File: src/hdl/packed_normal_decode_unit_assert.svh
// Assertion macros for the packed normal decode unit.
`ifndef PACKED_NORMAL_DECODE_UNIT_ASSERT_SVH
`define PACKED_NORMAL_DECODE_UNIT_ASSERT_SVH
`ifndef SYNTHESIS
`define PND_ASSERT_IMPL(label, ante, cons, msg) \
  label: assert property (@(posedge clk) disable iff (rst) (ante) |-> (cons)) \
    else $error(msg);
`define PND_ASSERT_NEXT(label, ante, cons, msg) \
  label: assert property (@(posedge clk) disable iff (rst) (ante) |=> (cons)) \
    else $error(msg);
`else
`define PND_ASSERT_IMPL(label, ante, cons, msg)
`define PND_ASSERT_NEXT(label, ante, cons, msg)
`endif
`endif

File: src/hdl/pnd_pkg.sv
package pnd_pkg;

  localparam int OUT_W       = 17;
  localparam int SQ_W        = 32;
  localparam int RAD_W       = 31;
  localparam int ROOT_BITS   = 16;
  localparam int DEC_STAGES  = 5;
  localparam int SQRT_STAGES = 4;
  localparam int SQRT_STEPS  = ROOT_BITS / SQRT_STAGES;

  localparam logic [RAD_W-1:0] ONE_Q30 = 31'h4000_0000;
  localparam logic signed [OUT_W-1:0] OUT_MAX = 17'sh0FFFF;
  localparam logic signed [OUT_W-1:0] OUT_MIN = 17'sh10000;

  // x/y components and z sign riding alongside the z computation
  typedef struct packed {
    logic                    zsign;
    logic signed [OUT_W-1:0] x;
    logic signed [OUT_W-1:0] y;
  } pnd_side_t;

  // digit-by-digit square root state
  typedef struct packed {
    logic [SQ_W-1:0] rem;
    logic [SQ_W-1:0] res;
  } pnd_sq_t;

  function automatic pnd_sq_t sqrt_step(pnd_sq_t cur, logic [SQ_W-1:0] one_hot);
    pnd_sq_t     nxt;
    logic [SQ_W:0] trial;
    trial = {1'b0, cur.res} + {1'b0, one_hot};
    if ({1'b0, cur.rem} >= trial) begin
      nxt.rem = cur.rem - trial[SQ_W-1:0];
      nxt.res = (cur.res >> 1) + one_hot;
    end else begin
      nxt.rem = cur.rem;
      nxt.res = cur.res >> 1;
    end
    return nxt;
  endfunction

endpackage

File: src/hdl/pnd_decode.sv
module pnd_decode #(
  parameter int FRACTION_BITS = 15
) (
  input  logic                     clk,
  input  logic                     rst,
  input  logic                     in_valid,
  input  logic signed [15:0]       first_word,
  input  logic signed [15:0]       second_word,
  output logic                     out_valid,
  output pnd_pkg::pnd_side_t       out_side
);

  localparam int F    = FRACTION_BITS;
  localparam int LW   = (F < 16) ? F : 16;
  localparam int MAGW = F + 1;
  localparam int NW   = 2 * F + 17;
  localparam int MW   = F + 17;
  localparam int QW1  = MW - F;
  localparam int TW   = ((F > QW1) ? F : QW1) + 1;
  localparam int QW2  = TW - F;
  localparam int QW   = 18;
  localparam int OW   = pnd_pkg::OUT_W;

  localparam logic [MAGW-1:0] ONE  = MAGW'(1) << F;
  localparam logic [NW-1:0]   HALF = (NW'(1) << (2 * F - 1)) - (NW'(1) << (F - 1));
  localparam logic [F-1:0]    DIV  = {F{1'b1}};
  localparam logic [QW-1:0]   POS_LIM = QW'(65535);
  localparam logic [QW-1:0]   NEG_LIM = QW'(65536);

  logic [3:0]          vld;
  logic [3:0]          zs;
  logic [1:0]          neg1, neg2, neg3, neg4;
  logic [1:0]          neg_n;
  logic [MAGW-1:0]     mag1 [2];
  logic [MAGW-1:0]     mag_n [2];
  logic [MW-1:0]       m2 [2];
  logic [MW-1:0]       m_n [2];
  logic [QW1-1:0]      q1r [2];
  logic [QW1-1:0]      q1_n [2];
  logic [QW2-1:0]      q2r [2];
  logic [QW2-1:0]      q2_n [2];
  logic [TW-1:0]       t2r [2];
  logic [TW-1:0]       t2_n [2];
  logic [QW-1:0]       q4 [2];
  logic [QW-1:0]       q_n [2];
  logic signed [OW-1:0] val_n [2];

  // Component = round(mag * 2^15 * (2^F+1) / (2^F * (2^F-1))).
  // The 2^F is a shift; the 2^F-1 divide folds the high part onto the low part.
  always_comb begin
    logic [15:0]     w;
    logic [MAGW-1:0] lsb;
    logic [MAGW-1:0] twice;
    logic [NW-1:0]   prod;
    logic [NW-1:0]   num;
    logic [TW-1:0]   t1;
    logic [TW-1:0]   t3;
    logic [QW2-1:0]  q3;
    for (int l = 0; l < 2; l++) begin
      w        = (l == 0) ? first_word : second_word;
      lsb      = MAGW'(w[LW-1:0]);
      twice    = lsb << 1;
      neg_n[l] = twice < ONE;
      mag_n[l] = neg_n[l] ? ONE - twice : twice - ONE;

      prod   = (NW'(mag1[l]) << F) + NW'(mag1[l]);
      num    = (prod << 15) + HALF;
      m_n[l] = num[NW-1:F];

      t1      = TW'(m2[l][MW-1:F]) + TW'(m2[l][F-1:0]);
      q1_n[l] = m2[l][MW-1:F];
      q2_n[l] = t1[TW-1:F];
      t2_n[l] = TW'(t1[TW-1:F]) + TW'(t1[F-1:0]);

      q3     = t2r[l][TW-1:F];
      t3     = TW'(q3) + TW'(t2r[l][F-1:0]);
      q_n[l] = QW'(q1r[l]) + QW'(q2r[l]) + QW'(q3) + QW'(t3 >= TW'(DIV));

      if (neg4[l]) begin
        val_n[l] = (q4[l] > NEG_LIM) ? pnd_pkg::OUT_MIN : OW'(QW'(0) - q4[l]);
      end else begin
        val_n[l] = (q4[l] > POS_LIM) ? pnd_pkg::OUT_MAX : OW'(q4[l]);
      end
    end
  end

  always_ff @(posedge clk) begin
    if (rst) begin
      vld       <= '0;
      out_valid <= 1'b0;
    end else begin
      vld       <= {vld[2:0], in_valid};
      out_valid <= vld[3];
    end
  end

  always_ff @(posedge clk) begin
    zs   <= {zs[2:0], first_word[15]};
    neg1 <= neg_n;
    neg2 <= neg1;
    neg3 <= neg2;
    neg4 <= neg3;
    mag1 <= mag_n;
    m2   <= m_n;
    q1r  <= q1_n;
    q2r  <= q2_n;
    t2r  <= t2_n;
    q4   <= q_n;
    out_side.zsign <= zs[3];
    out_side.x     <= val_n[0];
    out_side.y     <= val_n[1];
  end

endmodule

File: src/hdl/pnd_sqrt.sv
module pnd_sqrt (
  input  logic                           clk,
  input  logic                           rst,
  input  logic                           in_valid,
  input  pnd_pkg::pnd_side_t             in_side,
  input  logic [pnd_pkg::RAD_W-1:0]      rad,
  output logic                           out_valid,
  output pnd_pkg::pnd_side_t             out_side,
  output pnd_pkg::pnd_sq_t               out_sq
);

  localparam int NS = pnd_pkg::SQRT_STAGES;
  localparam int NJ = pnd_pkg::SQRT_STEPS;
  localparam int SW = pnd_pkg::SQ_W;

  logic [NS-1:0]       vld;
  pnd_pkg::pnd_sq_t    st [NS];
  pnd_pkg::pnd_sq_t    st_n [NS];
  pnd_pkg::pnd_side_t  side_r [NS];

  // each stage resolves NJ root bits, highest first
  always_comb begin
    pnd_pkg::pnd_sq_t cur;
    cur.rem = SW'(rad);
    cur.res = '0;
    for (int s = 0; s < NS; s++) begin
      for (int j = 0; j < NJ; j++) begin
        cur = pnd_pkg::sqrt_step(cur,
                SW'(1) << (2 * (pnd_pkg::ROOT_BITS - 1 - (s * NJ + j))));
      end
      st_n[s] = cur;
      cur     = st[s];
    end
  end

  always_ff @(posedge clk) begin
    if (rst) begin
      vld <= '0;
    end else begin
      vld <= {vld[NS-2:0], in_valid};
    end
  end

  always_ff @(posedge clk) begin
    st        <= st_n;
    side_r[0] <= in_side;
    for (int s = 1; s < NS; s++) begin
      side_r[s] <= side_r[s-1];
    end
  end

  assign out_valid = vld[NS-1];
  assign out_side  = side_r[NS-1];
  assign out_sq    = st[NS-1];

endmodule

File: src/hdl/packed_normal_decode_unit.sv
// Packed normal decoder: takes one item (two packed words) whenever start is
// high, in every cycle if needed, and returns normal_x/y/z in order. done is
// high for one cycle with each result. The pipeline never stalls, so busy is
// high only while rst is asserted and the receiver must take each result in
// the cycle done is shown. The pipeline holds five decoder stages (fraction,
// scaling, two-stage constant-divide fold, saturation), one squaring stage,
// one radicand stage, four stages of square root (four root bits each) and
// the rounding/output register.
`include "packed_normal_decode_unit_assert.svh"

module packed_normal_decode_unit #(
  parameter int FRACTION_BITS = 15
) (
  input  logic               clk,
  input  logic               rst,
  input  logic               start,
  output logic               busy,
  input  logic signed [15:0] first_word,
  input  logic signed [15:0] second_word,
  output logic               done,
  output logic signed [16:0] normal_x,
  output logic signed [16:0] normal_y,
  output logic signed [16:0] normal_z
);

  localparam int LATENCY = pnd_pkg::DEC_STAGES + pnd_pkg::SQRT_STAGES + 3;
  localparam int RW      = pnd_pkg::RAD_W;
  localparam int OW      = pnd_pkg::OUT_W;

  logic               accept;
  logic               dec_valid;
  pnd_pkg::pnd_side_t dec_side;
  logic signed [33:0] xprod, yprod;

  logic               sq_valid;
  pnd_pkg::pnd_side_t sq_side;
  logic [33:0]        xsq, ysq;

  logic               rad_valid;
  pnd_pkg::pnd_side_t rad_side;
  logic [RW-1:0]      rad;
  logic [RW-1:0]      rad_next;
  logic signed [35:0] diff;

  logic               root_valid;
  pnd_pkg::pnd_side_t root_side;
  pnd_pkg::pnd_sq_t   root_sq;
  logic [OW-1:0]      z_mag;

  assign busy   = rst;
  assign accept = start & ~busy;

  pnd_decode #(
    .FRACTION_BITS(FRACTION_BITS)
  ) u_decode (
    .clk        (clk),
    .rst        (rst),
    .in_valid   (accept),
    .first_word (first_word),
    .second_word(second_word),
    .out_valid  (dec_valid),
    .out_side   (dec_side)
  );

  assign xprod = dec_side.x * dec_side.x;
  assign yprod = dec_side.y * dec_side.y;

  // radicand 2^30 - X^2 - Y^2, clamped to 0..2^30
  always_comb begin
    diff = $signed(36'(pnd_pkg::ONE_Q30)) - $signed(36'(xsq)) - $signed(36'(ysq));
    if (diff < 0) begin
      rad_next = '0;
    end else if (diff > $signed(36'(pnd_pkg::ONE_Q30))) begin
      rad_next = pnd_pkg::ONE_Q30;
    end else begin
      rad_next = diff[RW-1:0];
    end
  end

  pnd_sqrt u_sqrt (
    .clk      (clk),
    .rst      (rst),
    .in_valid (rad_valid),
    .in_side  (rad_side),
    .rad      (rad),
    .out_valid(root_valid),
    .out_side (root_side),
    .out_sq   (root_sq)
  );

  // round to nearest: up when remainder exceeds root
  assign z_mag = (root_sq.rem > root_sq.res) ? OW'(root_sq.res[OW-1:0] + 1'b1)
                                             : root_sq.res[OW-1:0];

  always_ff @(posedge clk) begin
    if (rst) begin
      sq_valid  <= 1'b0;
      rad_valid <= 1'b0;
      done      <= 1'b0;
    end else begin
      sq_valid  <= dec_valid;
      rad_valid <= sq_valid;
      done      <= root_valid;
    end
  end

  always_ff @(posedge clk) begin
    sq_side  <= dec_side;
    xsq      <= xprod;
    ysq      <= yprod;
    rad_side <= sq_side;
    rad      <= rad_next;
    normal_x <= root_side.x;
    normal_y <= root_side.y;
    normal_z <= root_side.zsign ? OW'(-z_mag) : z_mag;
  end

  `PND_ASSERT_IMPL(a_done_latency, done, $past(accept, LATENCY), "result without transaction")
  `PND_ASSERT_IMPL(a_z_sign, done && (normal_z < 0), $past(accept && first_word[15], LATENCY), "negative z from non-negative word")
  `PND_ASSERT_IMPL(a_z_range, done, (normal_z <= 32768) && (normal_z >= -32768), "z out of unit range")
  `PND_ASSERT_NEXT(a_rad_clamp, sq_valid && ((35'(xsq) + 35'(ysq)) > 35'(pnd_pkg::ONE_Q30)), rad == '0, "radicand not clamped")

endmodule

File: config.mk
export PLATFORM = sky130hd
export DESIGN_NAME = packed_normal_decode_unit
export DESIGN_NICKNAME = d
export VERILOG_FILES = /design/src/hdl/pnd_pkg.sv /design/src/hdl/pnd_decode.sv /design/src/hdl/pnd_sqrt.sv /design/src/hdl/packed_normal_decode_unit.sv
export VERILOG_INCLUDE_DIRS = /design/src /design/src/hdl
export SDC_FILE = /design/constraint.sdc
export NUM_CORES = 2
export LEC_CHECK = 0
export BUFFER_PORTS_ARGS = -buffer_cell sky130_fd_sc_hd__buf_2
export CORE_MARGIN = 10
export CORE_UTILIZATION = 35
export DETAILED_ROUTE_END_ITERATION = 7
export PLACE_DENSITY_LB_ADDON = 0.12
export SETUP_SLACK_MARGIN = 0.4
export SLEW_MARGIN = 0
export SYNTH_ARGS = -nofsm -noshare
export SYNTH_HDL_FRONTEND = slang
export SYNTH_SLANG_ARGS = --single-unit
File: constraint.sdc
create_clock -name clk -period 16.8 [get_ports clk]
set_input_delay 3.36 -clock clk [delete_from_list [all_inputs] [get_ports clk]]
set_output_delay 3.36 -clock clk [all_outputs]
set_load 0.005 [all_outputs]
## Yosys cells after proc, flatten, opt, wreduce, memory -nomap -nowiden

Memory sizes are Yosys's and may differ from the RTL's.
Cells that the tools add are included.

- Memories kept: 1
- Flip-flop bits (word level): 743
- Bits in writable memories: 140
- Output and inout bits: 53

- Reduce and logical (&&, ||, !) cells: 1
- Mux-type cells: 27
- $mul: 2
- Order comparisons: 27
- Add/sub/neg operators: 72
- Bitwise gates (word level): 2

Memories:

| name | words | bits a word | rd ports | clocked after Yosys merged registers in | write ports | RTL line | source |
|---|---|---|---|---|---|---|---|
| u_sqrt.side_r | 4 | 35 | 4 | 0 | 4 | pnd_sqrt.sv:19 | `pnd_pkg::pnd_side_t side_r [NS];` |

Operators by type and width:

| cell | count |
|---|---|
| two-way mux 64 bit | 16 |
| >= comparator 32 x 33 -> 1 bit | 15 |
| subtractor 32 bit | 15 |
| two-way mux 17 bit | 8 |
| adder 47 x 29 -> 47 bit (second input constant) | 2 |
| multiplier 17 x 17 -> 34 bit | 2 |
| adder 3 x 15 -> 16 bit | 4 |
| adder 31 x 16 -> 32 bit | 2 |
| adder 17 x 15 -> 18 bit | 2 |
| adder 17 x 3 -> 18 bit | 2 |
| adder 18 x 1 -> 18 bit | 2 |
| adder 18 x 3 -> 18 bit | 2 |
| >= comparator 18 x 15 -> 1 bit (second input constant) | 2 |
| > comparator 18 x 16 -> 1 bit (second input constant) | 2 |
| > comparator 18 x 17 -> 1 bit (second input constant) | 2 |
| > comparator 36 x 32 -> 1 bit (second input constant) | 1 |
| less-than comparator 36 x 1 -> 1 bit (second input constant) | 1 |
| subtractor 35 x 35 -> 36 bit | 1 |
| subtractor 31 x 34 -> 35 bit (first input constant) | 1 |
| subtractor 1 x 17 -> 17 bit (first input constant) | 2 |
| adder 32 x 1 -> 33 bit (second input constant) | 1 |
| adder 32 x 11 -> 33 bit (second input constant) | 1 |
| adder 32 x 13 -> 33 bit (second input constant) | 1 |
| adder 32 x 15 -> 33 bit (second input constant) | 1 |
| 39 further kinds | 43 |

## Depth between registers and ports, before layout

- Word-level depth: 12
- Mapped depth: 58
- Mapped depth without buffers: 50

## By module

A second synthesis with hierarchy kept.

- Cell total of the unflattened synthesis: 6584
- Area, all modules: 59807.4 sq um

Modules (own cells, without submodules):

| module | area each (sq um) | instances | seq. area each (sq um) | cells an instance |
|---|---|---|---|---|
| packed_normal_decode_unit | 28747.6 | 1 | 4384.2 | 3057 |
| pnd_sqrt | 20038.0 | 1 | 6246.0 | 2386 |
| pnd_decode | 11021.8 | 1 | 5044.8 | 1141 |

## Worst setup path after synthesis

OpenSTA, ideal clock, no wires.

- Path type: reg-to-reg
- From: reg u_sqrt.st[150] in the netlist's numbering
- To: reg u_sqrt.st[124] in the netlist's numbering
- Library setup time: 0.125 ns
- Arrival: 10.960 ns
- Clock period less this slack: 11.085 ns
- Slack: 5.715 ns
- Stages on the path, launching flop included: 54
- Path through: dfxtp_1 inv_1 ha_1 nand2_1 nand4bb_1 or4_1 and3_1 clkbuf_1 nand2_2 inv_2 clkbuf_1 clkbuf_1 o31ai_1 ha_1 and3_1 a41oi_1 o21bai_1 a21oi_1 [... 18 more ...] nand2_1 o21ai_0 or4_1 clkbuf_1 nor4_4 clkbuf_1 clkbuf_1 o21ai_0 ha_1 a21o_1 a21oi_1 nor2_1 a21oi_1 o31ai_1 o211a_1 nand4b_2 and4bb_2 xnor2_1

RTL lines:

| item | RTL line | source |
|---|---|---|
| from (decl) | pnd_sqrt.sv:17 | `pnd_pkg::pnd_sq_t st [NS];` |
| from (signal assigned) | pnd_sqrt.sv:45 | `st <= st_n;` |

==> results.ini <==
[yosys]
ys_seq_area_share_pct = 27.76
synth_edf_count = 0
syn_nets = 7101
synth.distinct_cells = 96
synth_area_leaders = dfxtp_1 28%, fa_1 20%, ha_1 9.9%, inv_1 5.6%, xnor2_1 5.2%
netlist.top_cell.by_area = dfxtp_1
async_reset_ff_share_pct = 0
syn_avg_cell_area_sq_um = 9.309
synth.top_cell.area_share_pct = 27.76
synth_warnings = 0
synth_cells = 6066
synth_seq_cells = 783
synth_top_flop_cell = dfxtp_1
syn_area_sq_mm = 0.05647

[grt]
grt_start_max_net_pins = 30
globalRouteOverflowTotal = 0
antenna_found_initial = 1
grt_pass1_vias = 41940
groute.usage.overall_pct = 15.08
grt_pass1_wl_um = 220400

[sta]
fin_ws_ns = 3.910
period_share_pct = 76.72
fin_skew_ns = 0.03458
setup_viol = 0
fin_hold_ws_ns = 0.3192
slew-limit-headroom_pct = 28.01
fin_setup_tns_ns = 0
slew_viol_final = 0
worstMarginPinSlew_ns = 1.072
hold_viol_final = 0
post-route-min-period_ns = 12.89
rsz0062_at_grt = false
clock.fmax_mhz = 77.58

[clock_tree]
cts_root_buf = clkbuf_16
clkLatencyLatePin_ns = 0.70
cts.sinks = 783
ctsHoldBuffers = 0
clk_pin_slew_ns = 0.07
cts_resized = 0
cts_setup_buffers = 0
cts_max_level = 3
cts_buffers = 89
cts_tree = yes
clk_path_buf_depth = 3

[worst_setup_path]
path_depth = 45
cp_data_required_time_ns = 17.38
worst-path-buf-inv = 3
critical_path_class = flop to flop
crit_fanout = 28
r2r-end = u_sqrt.st[124]$_DFF_P_
crit_top_cell = a21oi_1
r2r-start = u_sqrt.st[164]$_DFF_P_
critPathSlowestCell = nand4b_2
endpoint = u_sqrt.st[124]$_DFF_P_
end_kind = flop
rr_worst_depth = 45
startpoint = u_sqrt.st[164]$_DFF_P_
cp-start-kind = flop
rrSetupSlack_ns = 3.91
arrival_ns = 13.47
slowest_delay_ns = 0.78
critPathTopFamily = simple AND/OR/NAND/NOR gates

[floorplan]
die_h_um = 421.7
ioPinCount = 88
dieWidth_um = 421.7
core_area_sq_mm = 0.1604
initial_core_util_pct = 35.21
rows = 147
die-area_sq_mm = 0.1778

[drt]
ant_nets = 0
dr.pass1.iters = 6
dr.first_iter.drc_count = 1834
routed_via_density = 4.863
routed_wirelength_um = 134700
drc = 0
detail_route.wl_per_cell_um = 16.08
num_vias = 40740

[placement]
place_congestion = 0.8352
port_buffers = 86
dpl.hpwl_um = 109000
dp_slack_ns = 4.179

[job]
maxCapViolCount = 0

[cells_and_area]
areaGrowthSynthToFinish_pct = 10.47
drive_above_1_share_pct = 6.227
multiInputGateArea_sq_mm = 0.03705
final_common_cell = inv_1
seq_area_sq_mm = 0.01568
mostFrequentLayoutCells = 840 x inv_1, 783 x dfxtp_1, 551 x fa_1, 449 x ha_1, 405 x nand2_1
n_fill_cell = 16420
nNetsFinal = 7175

[run_status]
status = complete, no violations

[worst_hold_path]
min_path_type = flop to flop

## routing by layer
layer | GRT usage (%) | wire length [um] | up-vias
li1 | - | - | 20370
met2 | 26.49 | 65690 | 555
met4 | 4.957 | 4246 | 0
met5 | 0 | 0 | -
met1 | 18.95 | 60320 | 19630
met3 | 2.001 | 4494 | 192
## worst reg2reg max path: cells and delay by family (launching register included)
family | cells | cell delay [ns]
adder cells (fa/ha/maj) | 3 | 1.11
AND/OR/NAND/NOR | 17 | 5.98
flip-flops | 1 | 0.31
buffers and inverters | 3 | 0.94
AO/OA/AOI/OAI | 20 | 3.97
XOR/XNOR | 2 | 0.44
## area by class of cell
type | count | share of cell area (%)
Tap cell | 2160 | 4.333
Multi-Input combinational cell | 4300 | 59.40
Clock inverter | 54 | 0.9849
Timing Repair Buffer | 120 | 1.099
Sequential cell | 783 | 25.13
Antenna cell | 3 | 0.01203
Clock buffer | 112 | 3.953
Inverter | 846 | 5.091
## Yosys cell counts, types with 10 or more instances
master     number
nor2b_1        66
dfxtp_1       783
o31a_1         16
ha_1          449
a211oi_1       28
and3b_1        10
or3_1          59
inv_1         840
o21a_1         49
a31o_2         14
or2_2          33
a21oi_1       295
o41ai_1        12
a21o_1        100
o211ai_1       25
xnor2_1       336
o21bai_1       36
nand3_1       139
a31oi_1        45
nand2b_1       66
fa_1          551
nor2_1        391
o311ai_0       35
buf_2          14
and2_1        159
mux2_2         30
or4_1          26
nor4_1         59
and3_1         65
xor2_1        163
a211o_1        13
nand4_1        57
o21ai_0       205
and4_1         17
o31ai_1        38
nand2_1       405
o2111ai_1      11
clkbuf_1      115
nor3_1        107
a21boi_0       21
mux2i_1        21
nand3b_1       15
## cells by family after synthesis
family	count (synthesis)	share of synthesized area (%)
compound gates	1023	11.81
xor+xnor	499	7.740
fa+ha+maj	1000	29.48
buf+inv	983	6.625
flops	783	27.76
mux	51	0.9705
simple gates	1727	15.61
## stage by stage
stage	utilization, %	area [sq um]	cells
floorplan	-	56470	6066
global placement	36.97	59290	8209
detailed placement	36.97	59290	8209
CTS	38.89	62370	8375
global route	38.89	62370	8375
finish	38.89	62380	8378
## registers in the layout (all words and copies together), names as in the netlist, 4 cells and up
register,count
u_sqrt.side_r,140
u_sqrt.st,120
u_decode.m2,62
u_sqrt.out_sq,48
u_decode.q4,36
rad_side,35
u_decode.out_side,35
u_decode.q1r,34
sq_side,33
xsq,33
ysq,33
u_decode.t2r,32
rad,31
u_decode.mag1,30
normal_x,17
normal_y,17
normal_z,17
u_decode.q2r,6
u_decode.vld,4
u_decode.zs,4
u_sqrt.vld,4
## worst min-delay path by stage
stage                                       startpoint                            to  cells after the start
after floorplan           u_sqrt.side_r[3][17]$_DFF_P_           normal_x[0]$_DFF_P_                      0
after global routing      u_sqrt.side_r[0][29]$_DFF_P_  u_sqrt.side_r[1][29]$_DFF_P_                      0
after global placement        u_decode.neg3[0]$_DFF_P_      u_decode.neg4[0]$_DFF_P_                      0
after CTS                         rad_side[33]$_DFF_P_  u_sqrt.side_r[0][33]$_DFF_P_                      0
final                     u_sqrt.side_r[1][22]$_DFF_P_  u_sqrt.side_r[2][22]$_DFF_P_                      0
after detailed placement   u_sqrt.side_r[3][2]$_DFF_P_           normal_y[2]$_DFF_P_                      0
Power is left out: the tool's default activity adds up to more than one toggle a clock period on the data nets, which glitch-free logic cannot reach.
